--- src/sv/sxsq_pkg.sv ---
// Shared types, constants and codes of the sixteen-step note sequencer.
package sxsq_pkg;

    localparam int STEP_COUNT = 16;
    localparam int STEP_W     = $clog2(STEP_COUNT);
    localparam logic [STEP_W-1:0] STEP_TOP = STEP_W'(STEP_COUNT - 1);

    localparam int NOTE_W  = 7;
    localparam int NVAL_W  = 10;
    localparam int TICK_W  = 14;
    localparam int GATE_W  = 8;
    localparam int BPM_W   = 9;
    localparam int FUNC_W  = 3;
    localparam int WIDX_W  = 2;

    localparam logic [NOTE_W-1:0] NOTE_MAX = NOTE_W'(127);
    localparam logic [TICK_W-1:0] TICK_MAX = {TICK_W{1'b1}};
    localparam logic [GATE_W-1:0] GATE_MAX = {GATE_W{1'b1}};

    // Step period = ((PERIOD_NUM / bpm) * PERIOD_SCALE) / PERIOD_DIV
    localparam int PERIOD_NUM   = 600;
    localparam int PERIOD_SCALE = 100;
    localparam int PERIOD_DIV   = 4;
    localparam int BPM_MAX      = 360;
    localparam int BPM_RESET    = 120;

    localparam int TDATA_IN_W  = 16;
    localparam int TDATA_OUT_W = 16;

    typedef enum logic [FUNC_W-1:0] {
        FN_TICK  = 3'd0,
        FN_SSTOP = 3'd1,
        FN_FWD   = 3'd2,
        FN_BACK  = 3'd3,
        FN_WRITE = 3'd4,
        FN_MOVE  = 3'd5
    } func_t;

    typedef enum logic [WIDX_W-1:0] {
        REG_TEMPO  = 2'd0,
        REG_BOUNCE = 2'd1,
        REG_GATE   = 2'd2
    } reg_idx_t;

    typedef struct packed {
        logic [TICK_W-1:0] period;
        logic              bounce;
        logic [GATE_W-1:0] gate_ticks;
    } cfg_t;

    typedef struct packed {
        logic [FUNC_W-1:0] func;
        logic [NVAL_W-1:0] note_value;
        logic              move_back;
    } item_t;

    typedef struct packed {
        logic [NOTE_W-1:0] tone_value;
        logic              tone_write;
        logic [STEP_W-1:0] step_index;
        logic              running;
    } result_t;

endpackage

--- src/sv/sxsq_cfg.sv ---
// Configuration registers; the step period is derived from the tempo on write.
module sxsq_cfg
(
    input  logic                        clk,
    input  logic                        rst_n,
    input  logic                        wr_en,
    input  logic [sxsq_pkg::WIDX_W-1:0] wr_index,
    input  logic [sxsq_pkg::BPM_W-1:0]  wr_data,
    output sxsq_pkg::cfg_t              cfg
);
    import sxsq_pkg::*;

    localparam int LUT_TOP  = PERIOD_NUM / 3;   // tempos up to here go through the table
    localparam int HALF_BPM = PERIOD_NUM / 2;   // quotient 2 up to here, 1 above
    localparam int LUT_W    = $clog2(LUT_TOP + 1);
    localparam logic [TICK_W-1:0] PER_TWO   = TICK_W'((2 * PERIOD_SCALE) / PERIOD_DIV);
    localparam logic [TICK_W-1:0] PER_ONE   = TICK_W'(PERIOD_SCALE / PERIOD_DIV);
    localparam logic [TICK_W-1:0] PER_RESET =
        TICK_W'(((PERIOD_NUM / BPM_RESET) * PERIOD_SCALE) / PERIOD_DIV);

    logic [TICK_W-1:0] period_lut [0:LUT_TOP];
    logic [TICK_W-1:0] period_next;
    cfg_t              cfg_reg;

    // Tempo zero is taken as one beat per minute.
    assign period_lut[0] = TICK_W'((PERIOD_NUM * PERIOD_SCALE) / PERIOD_DIV);

    for (genvar Bpm = 1; Bpm <= LUT_TOP; Bpm++) begin : g_lut
        localparam logic [TICK_W-1:0] Per =
            TICK_W'(((PERIOD_NUM / Bpm) * PERIOD_SCALE) / PERIOD_DIV);
        assign period_lut[Bpm] = Per;
    end

    // Anything above the half point, including tempos beyond the maximum, gets quotient 1.
    always_comb
    begin
        if (wr_data > BPM_W'(HALF_BPM))
            period_next = PER_ONE;
        else if (wr_data > BPM_W'(LUT_TOP))
            period_next = PER_TWO;
        else
            period_next = period_lut[wr_data[LUT_W-1:0]];
    end

    always_ff @(posedge clk or negedge rst_n)
    begin
        if (!rst_n)
        begin
            cfg_reg.period     <= PER_RESET;
            cfg_reg.bounce     <= 1'b0;
            cfg_reg.gate_ticks <= GATE_W'(10);
        end
        else if (wr_en)
        begin
            case (wr_index)
                REG_TEMPO:  cfg_reg.period     <= period_next;
                REG_BOUNCE: cfg_reg.bounce     <= wr_data[0];
                REG_GATE:   cfg_reg.gate_ticks <= wr_data[GATE_W-1:0];
                default:    ;
            endcase
        end
    end

    assign cfg = cfg_reg;
endmodule

--- src/sv/sxsq_core.sv ---
// Sequencer state and the per-word update of step, gate, tone and note table.
module sxsq_core
(
    input  logic              clk,
    input  logic              rst_n,
    input  logic              fire,
    input  sxsq_pkg::cfg_t    cfg,
    input  sxsq_pkg::item_t   item,
    output sxsq_pkg::result_t res
);
    import sxsq_pkg::*;

    logic [NOTE_W-1:0] note_reg [STEP_COUNT];
    logic [STEP_W-1:0] step_reg,  step_next;
    logic              bdown_reg, bdown_next;
    logic              run_reg,   run_next;
    logic [TICK_W-1:0] ticks_reg, ticks_next;
    logic [GATE_W-1:0] gate_reg,  gate_next;
    logic [STEP_W-1:0] prev_reg,  prev_next;
    logic [NOTE_W-1:0] tone_reg,  tone_next;
    logic              wrote;
    logic              note_we;
    logic [NOTE_W-1:0] note_wdata;
    logic [STEP_W-1:0] rd_idx;
    logic [NOTE_W-1:0] rd_note;
    logic [STEP_W-1:0] step_fwd, step_bwd, step_adv;
    logic              bdown_adv;
    logic [TICK_W-1:0] ticks_inc;
    logic [GATE_W-1:0] gate_inc;
    logic              expired;

    assign step_fwd  = (step_reg == STEP_TOP) ? '0 : step_reg + 1'b1;
    assign step_bwd  = (step_reg == '0) ? STEP_TOP : step_reg - 1'b1;
    assign ticks_inc = (ticks_reg == TICK_MAX) ? ticks_reg : ticks_reg + 1'b1;
    assign gate_inc  = (gate_reg == GATE_MAX) ? gate_reg : gate_reg + 1'b1;
    assign expired   = (gate_reg >= cfg.gate_ticks);
    assign rd_note   = note_reg[rd_idx];

    // Auto-advance: loop wraps, bounce turns around at either end.
    always_comb
    begin
        step_adv  = step_reg;
        bdown_adv = bdown_reg;
        if (ticks_inc > cfg.period)
        begin
            if (!cfg.bounce)
                step_adv = step_fwd;
            else if (!bdown_reg)
            begin
                if (step_reg == STEP_TOP)
                begin
                    step_adv  = STEP_TOP - 1'b1;
                    bdown_adv = 1'b1;
                end
                else
                    step_adv = step_reg + 1'b1;
            end
            else
            begin
                if (step_reg == '0)
                begin
                    step_adv  = STEP_W'(1);
                    bdown_adv = 1'b0;
                end
                else
                    step_adv = step_reg - 1'b1;
            end
        end
    end

    always_comb
    begin
        step_next  = step_reg;
        bdown_next = bdown_reg;
        run_next   = run_reg;
        ticks_next = ticks_reg;
        gate_next  = gate_reg;
        prev_next  = prev_reg;
        tone_next  = tone_reg;
        wrote      = 1'b0;
        note_we    = 1'b0;
        note_wdata = (item.note_value > NVAL_W'(NOTE_MAX)) ? NOTE_MAX
                                                            : item.note_value[NOTE_W-1:0];
        rd_idx     = step_reg;
        case (item.func)
            FN_TICK:
            begin
                ticks_next = ticks_inc;
                if (run_reg)
                begin
                    if (ticks_inc > cfg.period)
                        ticks_next = '0;
                    step_next  = step_adv;
                    bdown_next = bdown_adv;
                    prev_next  = step_adv;
                    rd_idx     = step_adv;
                    if (prev_reg != step_adv)
                    begin
                        gate_next = '0;
                        tone_next = rd_note;
                        wrote     = 1'b1;
                    end
                    else
                    begin
                        gate_next = gate_inc;
                        if (expired)
                        begin
                            tone_next = '0;
                            wrote     = 1'b1;
                        end
                    end
                end
                else
                begin
                    gate_next = gate_inc;
                    if (expired)
                    begin
                        tone_next = '0;
                        wrote     = 1'b1;
                    end
                end
            end
            FN_SSTOP:
            begin
                run_next  = !run_reg;
                tone_next = run_reg ? '0 : rd_note;
                wrote     = 1'b1;
            end
            FN_FWD, FN_BACK:
            begin
                // Manual stepping only counts while stopped.
                if (!run_reg)
                begin
                    step_next = (item.func == FN_FWD) ? step_fwd : step_bwd;
                    rd_idx    = step_next;
                    gate_next = '0;
                    tone_next = rd_note;
                    wrote     = 1'b1;
                end
            end
            FN_WRITE: note_we = 1'b1;
            FN_MOVE:  step_next = item.move_back ? step_bwd : step_fwd;
            default:  ;
        endcase
    end

    always_ff @(posedge clk or negedge rst_n)
    begin
        if (!rst_n)
        begin
            step_reg  <= '0;
            bdown_reg <= 1'b0;
            run_reg   <= 1'b0;
            ticks_reg <= '0;
            gate_reg  <= '0;
            prev_reg  <= '0;
            tone_reg  <= '0;
            for (int i = 0; i < STEP_COUNT; i++)
                note_reg[i] <= '0;
        end
        else if (fire)
        begin
            step_reg  <= step_next;
            bdown_reg <= bdown_next;
            run_reg   <= run_next;
            ticks_reg <= ticks_next;
            gate_reg  <= gate_next;
            prev_reg  <= prev_next;
            tone_reg  <= tone_next;
            if (note_we)
                note_reg[step_reg] <= note_wdata;
        end
    end

    assign res.tone_value = tone_next;
    assign res.tone_write = wrote;
    assign res.step_index = step_next;
    assign res.running    = run_next;
endmodule

--- src/sv/sixteen_step_note_sequencer.sv ---
// Top level of the sixteen-step note sequencer: stream ports, input and result registers.
// An accepted input word goes through the input register, then the result register, to the master side.
// Throughput: 1 word per cycle while the master side keeps taking result words; one pass
//   through the state update logic per word, bounded by the step-advance compare and the note table read.
// Reset (rst_n, asynchronous): note table cleared, step 0, stopped, tone silent,
//   tempo 120 bpm, loop mode, gate 10 ticks; both word registers empty.
module sixteen_step_note_sequencer
(
    input  logic                             clk,
    input  logic                             rst_n,
    // Configuration write port
    input  logic                             wr_en,
    input  logic [sxsq_pkg::WIDX_W-1:0]      wr_index,
    input  logic [sxsq_pkg::BPM_W-1:0]       wr_data,
    // Input stream
    input  logic                             s_tvalid,
    output logic                             s_tready,
    input  logic [sxsq_pkg::TDATA_IN_W-1:0]  s_tdata,   // note_value[9:0], move_back[10]
    input  logic [sxsq_pkg::FUNC_W-1:0]      s_tuser,   // func[2:0]
    // Result stream
    output logic                             m_tvalid,
    input  logic                             m_tready,
    output logic [sxsq_pkg::TDATA_OUT_W-1:0] m_tdata    // tone_value[6:0], tone_write[7],
                                                        // step_index[11:8], running[12]
);
    import sxsq_pkg::*;

    cfg_t    cfg;
    item_t   in_reg;
    logic    in_vld_reg;
    result_t res;
    result_t out_reg;
    logic    out_vld_reg;
    logic    out_ready;
    logic    fire;

    // The result register frees up when empty or when its word is taken this cycle.
    assign out_ready = !out_vld_reg || m_tready;
    // Process the held input word as soon as its result has somewhere to go.
    assign fire      = in_vld_reg && out_ready;
    assign s_tready  = !in_vld_reg || out_ready;

    sxsq_cfg u_cfg
    (
        .clk      (clk),
        .rst_n    (rst_n),
        .wr_en    (wr_en),
        .wr_index (wr_index),
        .wr_data  (wr_data),
        .cfg      (cfg)
    );

    sxsq_core u_core
    (
        .clk   (clk),
        .rst_n (rst_n),
        .fire  (fire),
        .cfg   (cfg),
        .item  (in_reg),
        .res   (res)
    );

    // Input register: load a new word whenever the slot is free or draining.
    always_ff @(posedge clk or negedge rst_n)
    begin
        if (!rst_n)
            in_vld_reg <= 1'b0;
        else if (s_tready)
            in_vld_reg <= s_tvalid;
    end

    always_ff @(posedge clk)
    begin
        if (s_tready && s_tvalid)
        begin
            in_reg.func       <= s_tuser;
            in_reg.note_value <= s_tdata[NVAL_W-1:0];
            in_reg.move_back  <= s_tdata[NVAL_W];
        end
    end

    // Result register: hold the word until the master side takes it.
    always_ff @(posedge clk or negedge rst_n)
    begin
        if (!rst_n)
            out_vld_reg <= 1'b0;
        else if (out_ready)
            out_vld_reg <= in_vld_reg;
    end

    always_ff @(posedge clk)
    begin
        if (fire)
            out_reg <= res;
    end

    assign m_tvalid = out_vld_reg;
    // Fields go out lowest first: tone_value, tone_write, step_index, running.
    assign m_tdata  = TDATA_OUT_W'({out_reg.running, out_reg.step_index,
                                    out_reg.tone_write, out_reg.tone_value});
endmodule

--- config.mk ---
export PLATFORM = sky130hd
export DESIGN_NAME = sixteen_step_note_sequencer
export DESIGN_NICKNAME = d
export VERILOG_FILES = /design/src/sv/sxsq_pkg.sv /design/src/sv/sxsq_cfg.sv /design/src/sv/sxsq_core.sv /design/src/sv/sixteen_step_note_sequencer.sv
export SDC_FILE = /design/constraint.sdc
export NUM_CORES = 1
export LEC_CHECK = 0
export BUFFER_PORTS_ARGS = -buffer_cell sky130_fd_sc_hd__buf_4
export CAP_MARGIN = 15
export CORE_MARGIN = 2
export CORE_UTILIZATION = 55
export CTS_CLUSTER_SIZE = 28
export DETAILED_ROUTE_END_ITERATION = 6
export GPL_TIMING_DRIVEN = 0
export PLACE_DENSITY = 0.72
export RECOVER_POWER = 100
export SYNTH_ARGS = -nofsm -noshare
export SYNTH_HDL_FRONTEND = slang
export SYNTH_SLANG_ARGS = --single-unit
--- constraint.sdc ---
create_clock -name clk -period 4.8 [get_ports clk]
set_input_delay 0.72 -clock clk [delete_from_list [all_inputs] [get_ports clk]]
set_output_delay 0.72 -clock clk [all_outputs]
set_load 0.1 [all_outputs]
==> flow_summary.json, run 1 <==
{
  "die_x_um": 152,
  "syn2layout_area_growth_pct": 15.7,
  "fp-row-count": 54,
  "worstRegToRegCells": 19,
  "synth_cell_types": 91,
  "finalHoldViolCount": 0,
  "min_path_cells": 1,
  "required_ns": 5.07,
  "synth_common_cells": "181 x nor2_1, 178 x a21oi_1, 168 x dfrtp_1",
  "clk_path_buf_depth": 3,
  "yosys.area.top_type_share_pct": 34.9,
  "clk_pin_slew_worst_paths_ns": 0.06,
  "ys_seq_area_share_pct": 43.4,
  "fin_crit_sh_pct": 96.0,
  "routed_wl_um": 35100,
  "clkLatencyLatePin_ns": 0.53,
  "synth_async_sr_flop_share_pct": 86.7,
  "worstSetupStartpoint": "u_core.ticks_reg[8]",
  "die_y_um": 152,
  "p_per_area_mw_per_mm2": 573,
  "yosys_warnings": 0,
  "netlist_top_cells_area": "dfrtp_1 35%, a21oi_1 7.4%, edfxtp_1 6.7%, nor2_1 5.6%, ha_1 4.2%",
  "rrSetupSlack_ns": 0.19,
  "start_util_pct": 55.6,
  "slew_headroom_pct": -116,
  "netlist_instances": 1340,
  "layout-drive-gt1-share_pct": 14.6,
  "placed_area_mm2": 0.0128,
  "track_usage_pct": 29.4,
  "dieArea_mm2": 0.0231,
  "cts_tree": "yes",
  "fin_crit_ns": 4.61,
  "netlist_area_mm2": 0.0120,
  "antenna_found_initial": 0,
  "leakage_nw": 5.98,
  "peakVddDrop_mv": 0.295,
  "dpl.hpwl_um": 24500,
  "grt_max_degree": 121,
  "cts_buffers": 24,
  "crit_fanout": 10,
  "largest_reg_flops": 112,
  "hold_class": "in -> reg",
  "gp_congestion": 1.00,
  "worstMarginPinSlew_ns": 3.25,
  "yosysMostFrequentCell": "nor2_1",
  "report.final.slew_viol_count": 57,
  "grt_pass1_vias": 10060,
  "status": "finished with violations",
  "design_area_mm2": 0.0139,
  "drt-initial-drc-count": 1158,
  "num-nets-final": 1498,
  "violations": "capacitance limit, slew limit",
  "n_antenna_cell": 0,
  "synth_flop_cell": "dfrtp_1",
  "reg2reg_to": "m_tdata[3]",
  "postRouteAntennaNets": 0,
  "arrival_ns": 4.88,
  "overflow": 0,
  "drc": 0,
  "dr.pass1.iters": 5,
  "cts_max_level": 1,
  "setup_violations": 0,
  "post-route-util_pct": 64.4,
  "finClkSkew_ns": 0.0250,
  "io_pins": 53,
  "fmax_mhz": 217,
  "r2r_start": "u_core.ticks_reg[8]",
  "path_class": "reg -> reg",
  "coreArea_mm2": 0.0216,
  "wire_per_inst_um": 20.4,
  "synth_edf_count": 27,
  "cap_violations": 1,
  "viasPerCell": 6.24,
  "port-buffer-count": 44,
  "clockRootBuffer": "clkbuf_16",
  "grt_pass1_wl_um": 55100,
  "crit_end": "m_tdata[3]",
  "vias": 10739,
  "synth_area_leader_cell": "dfrtp_1",
  "ctsHoldBuffers": 0,
  "synth-seq-cells": 203,
  "cts.sinks": 203,
  "end_kind": "flip-flop",
  "syn_avg_cell_area_um2": 8.98,
  "fill_cells": 1849,
  "startpoint_type": "flip-flop"
}
[power by group]
part | internal [mW] | leakage [nW] | switching (mW)
Combinational | 1.38 | 3.02 | 2.39
Clock | 1.01 | 0.369 | 0.722
Sequential | 2.20 | 2.59 | 0.274
Total | 4.59 | 5.98 | 3.39
[critical path, stage by stage, from the launching register on]
cell and delay [ns]:
dfrtp_2 0.41, and4_4 0.25, nand4_1 0.24, nor3_4 0.34, nor2_1 0.14, nand4_1 0.17, xnor2_1 0.17, ha_1 0.29
a21oi_1 0.18, o21ai_2 0.10, a221oi_4 0.25, buf_4 0.21, a211o_4 0.23, o211ai_4 0.15, buf_4 0.21, buf_4 0.14
a221oi_1 0.40, a211oi_1 0.15, nor4_4 0.26, o2bb2ai_1 0.09
[metal layers]
metal / GRT usage (%) / part of all wire (%) / vias up
met2: 44.3 / 45 / 497
met5: 0 / 0 / -
met1: 43.5 / 44 / 5140
li1: - / - / 5025
met3: 5.50 / 8.2 / 77
met4: 8.50 / 2.8 / 0
[area by class of cell]
cell class	instances	area, um2	share of cell area [%]
multi-input combinational	995	6560	47.1
sequential	203	5230	37.6
clock buffer	37	699	5.02
buffer	89	449	3.23
timing repair buffer	57	379	2.72
tap	280	350	2.52
inverter	53	199	1.43
clock inverter	7	56.3	0.404
[repair_timing]
item,CTS,global route
cloned,0,1
endpoints found under the hold margin,0,0
setup endpoints to repair,24,24
buffers inserted,3,8
resized for setup,29,55
pin swaps,3,10
[logic make-up after synthesis]
group	after synthesis	share of synthesized area, %
adders and majority gates	40	4.16
other	1	0.0312
and+or+nand+nor	431	16.9
buffers and inverters	144	5.18
xor gates and xnor gates	19	1.38
DFF	203	43.4
muxes	43	3.86
AOI/OAI and AO/OA	459	25.0
[how the worst min path moves through the flow]
stage | start | end
3_5_place_dp | u_cfg.cfg[10] | u_cfg.cfg[10]
2_1_floorplan | rst_n | in_vld_reg
4_1_cts | rst_n | u_core.note_reg[93]
6_report | s_tdata[6] | in_reg[7]
3_3_place_gp | u_core.note_reg[111] | u_core.note_reg[111]
5_1_grt | s_tdata[6] | in_reg[7]
[per-stage QoR]
stage	setup TNS (ns)	cells	worst slack [ns]	hold slack (ns)	power (mW)
after floorplan	0	1342	0.422	0.424	4.83
after global placement	-7.38	1666	-0.607	0.463	5.67
after detailed placement	-8.17	1667	-0.663	0.469	5.74
after CTS	0	1713	0.0867	0.145	7.70
after global routing	-0.0705	1721	-0.0278	0.385	8.40
final	0	1721	0.194	0.396	7.98
[layout by cell type, fill, tap and decap left out, types with 13 or more instances in the layout]
cell,n
a21oi_1,174
nor2_1,179
a31oi_1,15
buf_4,26
nor2b_1,13
nor3_1,16
ha_1,40
and3_1,22
o21ai_0,78
edfxtp_1,27
nand2b_1,16
a211oi_1,22
nand3_1,17
nand2_1,107
a221oi_2,20
inv_1,50
clkbuf_16,24
clkbuf_4,16
clkbuf_1,91
mux2i_1,26
dfrtp_1,165
Power figures use the tool's default switching activity.
==> run 2: changes to the inputs <==
Settings changed: PLACE_DENSITY 0.72 to 0.8, REMOVE_ABC_BUFFERS set to 1.
==> flow_summary.json, run 2 (same netlist as run 1, synthesis figures left out) <==
{
  "status": "finished with violations",
  "violations": "capacitance limit, slew limit",
  "fill_cells": 1743,
  "layout-drive-gt1-share_pct": 14.3,
  "cts_tree": "yes",
  "grt_pass1_vias": 10142,
  "die_y_um": 152,
  "viasPerCell": 6.34,
  "gp_congestion": 0.974,
  "coreArea_mm2": 0.0216,
  "ctsHoldBuffers": 0,
  "finalHoldViolCount": 0,
  "crit_fanout": 10,
  "dp_cells": 1583,
  "leakage_nw": 5.86,
  "whs_ns": 0.389,
  "syn2layout_area_growth_pct": 13.1,
  "finalWorstSetupSlack_ns": 0.0968,
  "wire_per_inst_um": 19.2,
  "drc": 0,
  "reg2reg_to": "m_tdata[5]",
  "fp-row-count": 54,
  "slew_headroom_pct": -50.0,
  "hold_class": "in -> reg",
  "grt_max_degree": 90,
  "cts_buffers": 23,
  "place_ws_ns": -0.972,
  "peakVddDrop_mv": 0.308,
  "clockRootBuffer": "clkbuf_16",
  "cts.sinks": 203,
  "vias": 10481,
  "cap_violations": 3,
  "worstSetupStartpoint": "u_core.ticks_reg[6]",
  "arrival_ns": 4.97,
  "required_ns": 5.06,
  "clk_path_buf_depth": 3,
  "overflow": 0,
  "rrSetupSlack_ns": 0.1,
  "fin_cells": 1652,
  "crit_end": "m_tdata[5]",
  "n_antenna_cell": 0,
  "fmax_mhz": 213,
  "clk_pin_slew_worst_paths_ns": 0.06,
  "largest_reg_flops": 112,
  "num-nets-final": 1430,
  "track_usage_pct": 26.4,
  "start_util_pct": 55.6,
  "dieArea_mm2": 0.0231,
  "clkLatencyLatePin_ns": 0.53,
  "worstRegToRegCells": 18,
  "fin_crit_ns": 4.70,
  "post-route-util_pct": 62.9,
  "dr.pass1.iters": 6,
  "r2r_start": "u_core.ticks_reg[6]",
  "routed_wl_um": 31700,
  "drt-initial-drc-count": 1183,
  "finClkSkew_ns": 0.0112,
  "cts_max_level": 1,
  "io_pins": 53,
  "worstMarginPinSlew_ns": 2.25,
  "postRouteAntennaNets": 0,
  "end_kind": "flip-flop",
  "antenna_found_initial": 0,
  "setup_violations": 0,
  "startpoint_type": "flip-flop",
  "dpl.hpwl_um": 20500,
  "die_x_um": 152,
  "port-buffer-count": 44,
  "path_class": "reg -> reg",
  "final_cell_mix": "180 x nor2_1, 176 x a21oi_1, 166 x dfrtp_1",
  "fin_crit_sh_pct": 98.0,
  "final_common_cell": "nor2_1",
  "report.final.slew_viol_count": 170,
  "grt_pass1_wl_um": 51000,
  "p_per_area_mw_per_mm2": 574
}
==> run 2: cell type report <==
type | instances | area, um2 | share of cell area (%)
timing repair buffer | 76 | 563 | 4.14
multi-input combinational | 998 | 6490 | 47.7
clock inverter | 11 | 125 | 0.920
inverter | 53 | 199 | 1.46
clock buffer | 31 | 646 | 4.75
tap | 280 | 350 | 2.58
sequential | 203 | 5230 | 38.4
==> run 2: through the flow <==
step / cell area [um2] / setup TNS (ns) / power [mW]
after floorplan: 11600 / 0 / 4.66
after global placement: 12300 / -22.37 / 5.40
after detailed placement: 12400 / -18.02 / 5.53
after CTS: 13400 / 0 / 7.55
after global routing: 13600 / -0.109 / 8.21
final: 13600 / 0 / 7.81
==> run 2: critical path, cell delays in order, from the launching register on <==
cell,delay [ns]
dfrtp_2,0.44
and4_4,0.25
nand4_1,0.20
nor3_4,0.31
nor2_1,0.12
and3_1,0.23
xor2_1,0.16
ha_1,0.31
nand2_1,0.05
o21ai_1,0.21
a221oi_4,0.14
buf_4,0.18
a21boi_2,0.60
a21boi_0,0.27
a221oi_2,0.32
a211oi_2,0.09
nor4_2,0.30
buf_4,0.18
o2bb2ai_1,0.07
==> run 2: timing repair <==
action / in CTS / in global routing
gates cloned: 2 / 1
endpoints found under the setup margin: 30 / 27
gates resized for setup: 17 / 29
pin swaps: 9 / 9
endpoints found under the hold margin: 0 / 0
setup buffers: 12 / 9
==> run 2: how the worst min path moves through the flow <==
stage                     cells past startpoint             endpoint  slack [ns]          start
after floorplan                               0           in_vld_reg        0.42          rst_n
after global placement                        1        u_cfg.cfg[10]        0.46  u_cfg.cfg[10]
after detailed placement                      1        u_cfg.cfg[19]        0.47  u_cfg.cfg[19]
after CTS                                     1  u_core.ticks_reg[3]        0.22          rst_n
after global routing                          1            in_reg[9]        0.38     s_tdata[8]
final                                         1            in_reg[3]        0.39     s_tdata[2]
==> run 2: metal layers <==
metal  vias up  GRT usage (%)  routed length, um
li1       4893              -                  -
met4         0           9.12                673
met2       513           41.1              14700
met5         -              0                  0
met3        66           5.36               2910
met1      5009           37.0              13400
==> run 2: report_power, final <==
| part | total (mW) | internal, mW | leakage [nW] | switching (mW) |
|---|---|---|---|---|
| combinational | 3.47 | 1.27 | 2.89 | 2.19 |
| clock | 1.78 | 1.06 | 0.381 | 0.717 |
| sequential | 2.56 | 2.20 | 2.59 | 0.364 |
==> run 3: changes to the inputs <==
Settings changed: PLACE_DENSITY 0.8 to 0.83.
Clock period 4.8 ns to 3.9 ns, I/O delays scaled along.
==> flow_summary.json, run 3 (same netlist as run 1, synthesis figures left out) <==
{
  "antenna_found_initial": 0,
  "holdPathEnd": "in_reg[9]",
  "whs_ns": 0.257,
  "post-route-util_pct": 70.9,
  "place_ws_ns": -2.22,
  "largest_reg_flops": 112,
  "overflow": 0,
  "multiInputGateArea_mm2": 0.00739,
  "vias": 12444,
  "critical-path-slowest-cell": "nor3_4",
  "end_kind": "flip-flop",
  "worstMarginPinSlew_ns": 3.28,
  "cts.sinks": 203,
  "leakage_nw": 6.53,
  "track_usage_pct": 29.2,
  "fin_crit_ns": 5.23,
  "n_antenna_cell": 0,
  "crit_chain": "and4_4 > nand4_1 > nor3_4 > nor2_4 > nand4_1 > xnor2_2 > ha_4 > and4_4 > nand2_2 > a31o_4 > a21boi_4 > buf_6 > nand3_1 > a31o_4 > buf_4 > a221oi_4 > nor4_4 > o2bb2ai_1",
  "fmax_mhz": 191,
  "start_util_pct": 55.6,
  "setup_violations": 50,
  "fill_cells": 1357,
  "finClkSkew_ns": 0.0185,
  "finalHoldViolCount": 0,
  "final_common_cell": "nor2_1",
  "cap_violations": 3,
  "reg2reg_to": "m_tdata[0]",
  "slew_headroom_pct": -119,
  "rrSetupSlack_ns": -1.33,
  "dp_cells": 1582,
  "dieArea_mm2": 0.0231,
  "seq_area_mm2": 0.00523,
  "report.final.slew_viol_count": 144,
  "grtUsageMet3_pct": 6.27,
  "coreArea_mm2": 0.0216,
  "cp_top_family": "simple AND/OR/NAND/NOR gates",
  "drt-initial-drc-count": 1886,
  "grt_max_degree": 117,
  "startpoint_type": "flip-flop",
  "layout-drive-gt1-share_pct": 25.7,
  "drc": 76,
  "violations": "DRC, capacitance limit, slew limit, setup timing",
  "io_pins": 53,
  "min_path_cells": 1,
  "cts_buffers": 22,
  "fin_crit_sh_pct": 134,
  "dpl.hpwl_um": 20200,
  "die_y_um": 152,
  "clockRootBuffer": "clkbuf_16",
  "r2r_start": "u_core.ticks_reg[7]",
  "worstHoldStart": "s_tdata[8]",
  "status": "finished with violations",
  "clk_pin_slew_worst_paths_ns": 0.06,
  "viasPerCell": 7.10,
  "fin_cells": 1753,
  "rsz0062_at_grt": "true",
  "worstRegToRegCells": 18,
  "grtUsageMet1_pct": 40.5,
  "clk_path_buf_depth": 3,
  "cts_max_level": 1,
  "finalWorstSetupSlack_ns": -1.33,
  "syn2layout_area_growth_pct": 27.5,
  "hold_class": "in -> reg",
  "required_ns": 4.26,
  "dr.pass1.iters": 7,
  "num-nets-final": 1532,
  "wire_per_inst_um": 25.4,
  "crit_fanout": 7,
  "worst_path_largest_cell_delay_ns": 0.46,
  "total_power_mw": 11.9,
  "die_x_um": 152,
  "port-buffer-count": 44,
  "clkLatencyLatePin_ns": 0.53,
  "grt_use_met2_pct": 44.1,
  "grt_pass1_wl_um": 55800,
  "routed_wl_um": 44600,
  "peakVddDrop_mv": 0.399,
  "final_cell_mix": "177 x nor2_1, 166 x dfrtp_1, 156 x a21oi_1",
  "arrival_ns": 5.59,
  "cts_tree": "yes",
  "gp_congestion": 0.958,
  "fp-row-count": 54,
  "postRouteAntennaNets": 0,
  "path_class": "reg -> reg",
  "cp_num_buf_inv": 2,
  "p_per_area_mw_per_mm2": 774,
  "grt_pass1_vias": 10611,
  "busiest_layer": "met2"
}
run 3: cell count changes in the layout (fill, tap and decap cells not counted), moves of 8 or more:
| cell | delta |
|---|---|
| a221oi_4 | +12 |
| a221oi_1 | -8 |
| buf_4 | +66 |
| a21oi_2 | +13 |
| buf_6 | +32 |
| mux2i_4 | +9 |
| mux2i_1 | -11 |
| a21oi_1 | -20 |
run 3: where the power goes:
| group | total (mW) | switching (mW) | leakage [nW] | internal [mW] |
|---|---|---|---|---|
| Clock | 2.02 | 0.900 | 0.335 | 1.13 |
| Combinational | 6.53 | 3.95 | 3.60 | 2.59 |
| Sequential | 3.31 | 0.601 | 2.59 | 2.71 |
| Total | 11.9 | 5.45 | 6.53 | 6.42 |
run 3: metrics by stage:
| stage | setup TNS, ns | cell area, um2 |
|---|---|---|
| final | -36.13 | 15300 |
| after global routing | -72.12 | 15300 |
| after CTS | -7.53 | 14200 |
| after detailed placement | -60.22 | 12400 |
| after global placement | -61.97 | 12300 |
| after floorplan | -15.45 | 11600 |
run 3: metal layers:
layer	part of all wire [%]	vias to the layer above
li1	-	5103
met1	36	5849
met2	43	1110
met3	13	382
met4	7.7	0
met5	0	-
run 3: layout make-up:
type | count | share of cell area (%)
clock buffer | 33 | 4.12
clock inverter | 7 | 0.326
inverter | 53 | 1.30
multi-input combinational | 1001 | 48.2
sequential | 203 | 34.1
tap | 280 | 2.28
timing repair buffer | 176 | 9.70
run 3: worst max-delay path by stage:
stage                              from         end  slack (ns)  cells after the start
floorplan           u_core.ticks_reg[6]  m_tdata[0]       -0.75                     16
global placement    u_core.ticks_reg[6]  m_tdata[5]       -2.22                     16
detailed placement  u_core.ticks_reg[6]  m_tdata[4]       -2.22                     16
CTS                 u_core.ticks_reg[6]  m_tdata[0]       -0.40                     20
global route        u_core.ticks_reg[7]  m_tdata[0]       -1.39                     18
finish              u_core.ticks_reg[7]  m_tdata[0]       -1.33                     18
run 3: repair_timing:
| action | 4_1_cts | 5_1_grt |
|---|---|---|
| hold buffers | 0 | 0 |
| resized for setup | 87 | 140 |
| buffers inserted | 65 | 69 |
| pin swaps | 35 | 60 |
| endpoints found under the setup margin | 49 | 47 |
| cloned | 5 | 3 |
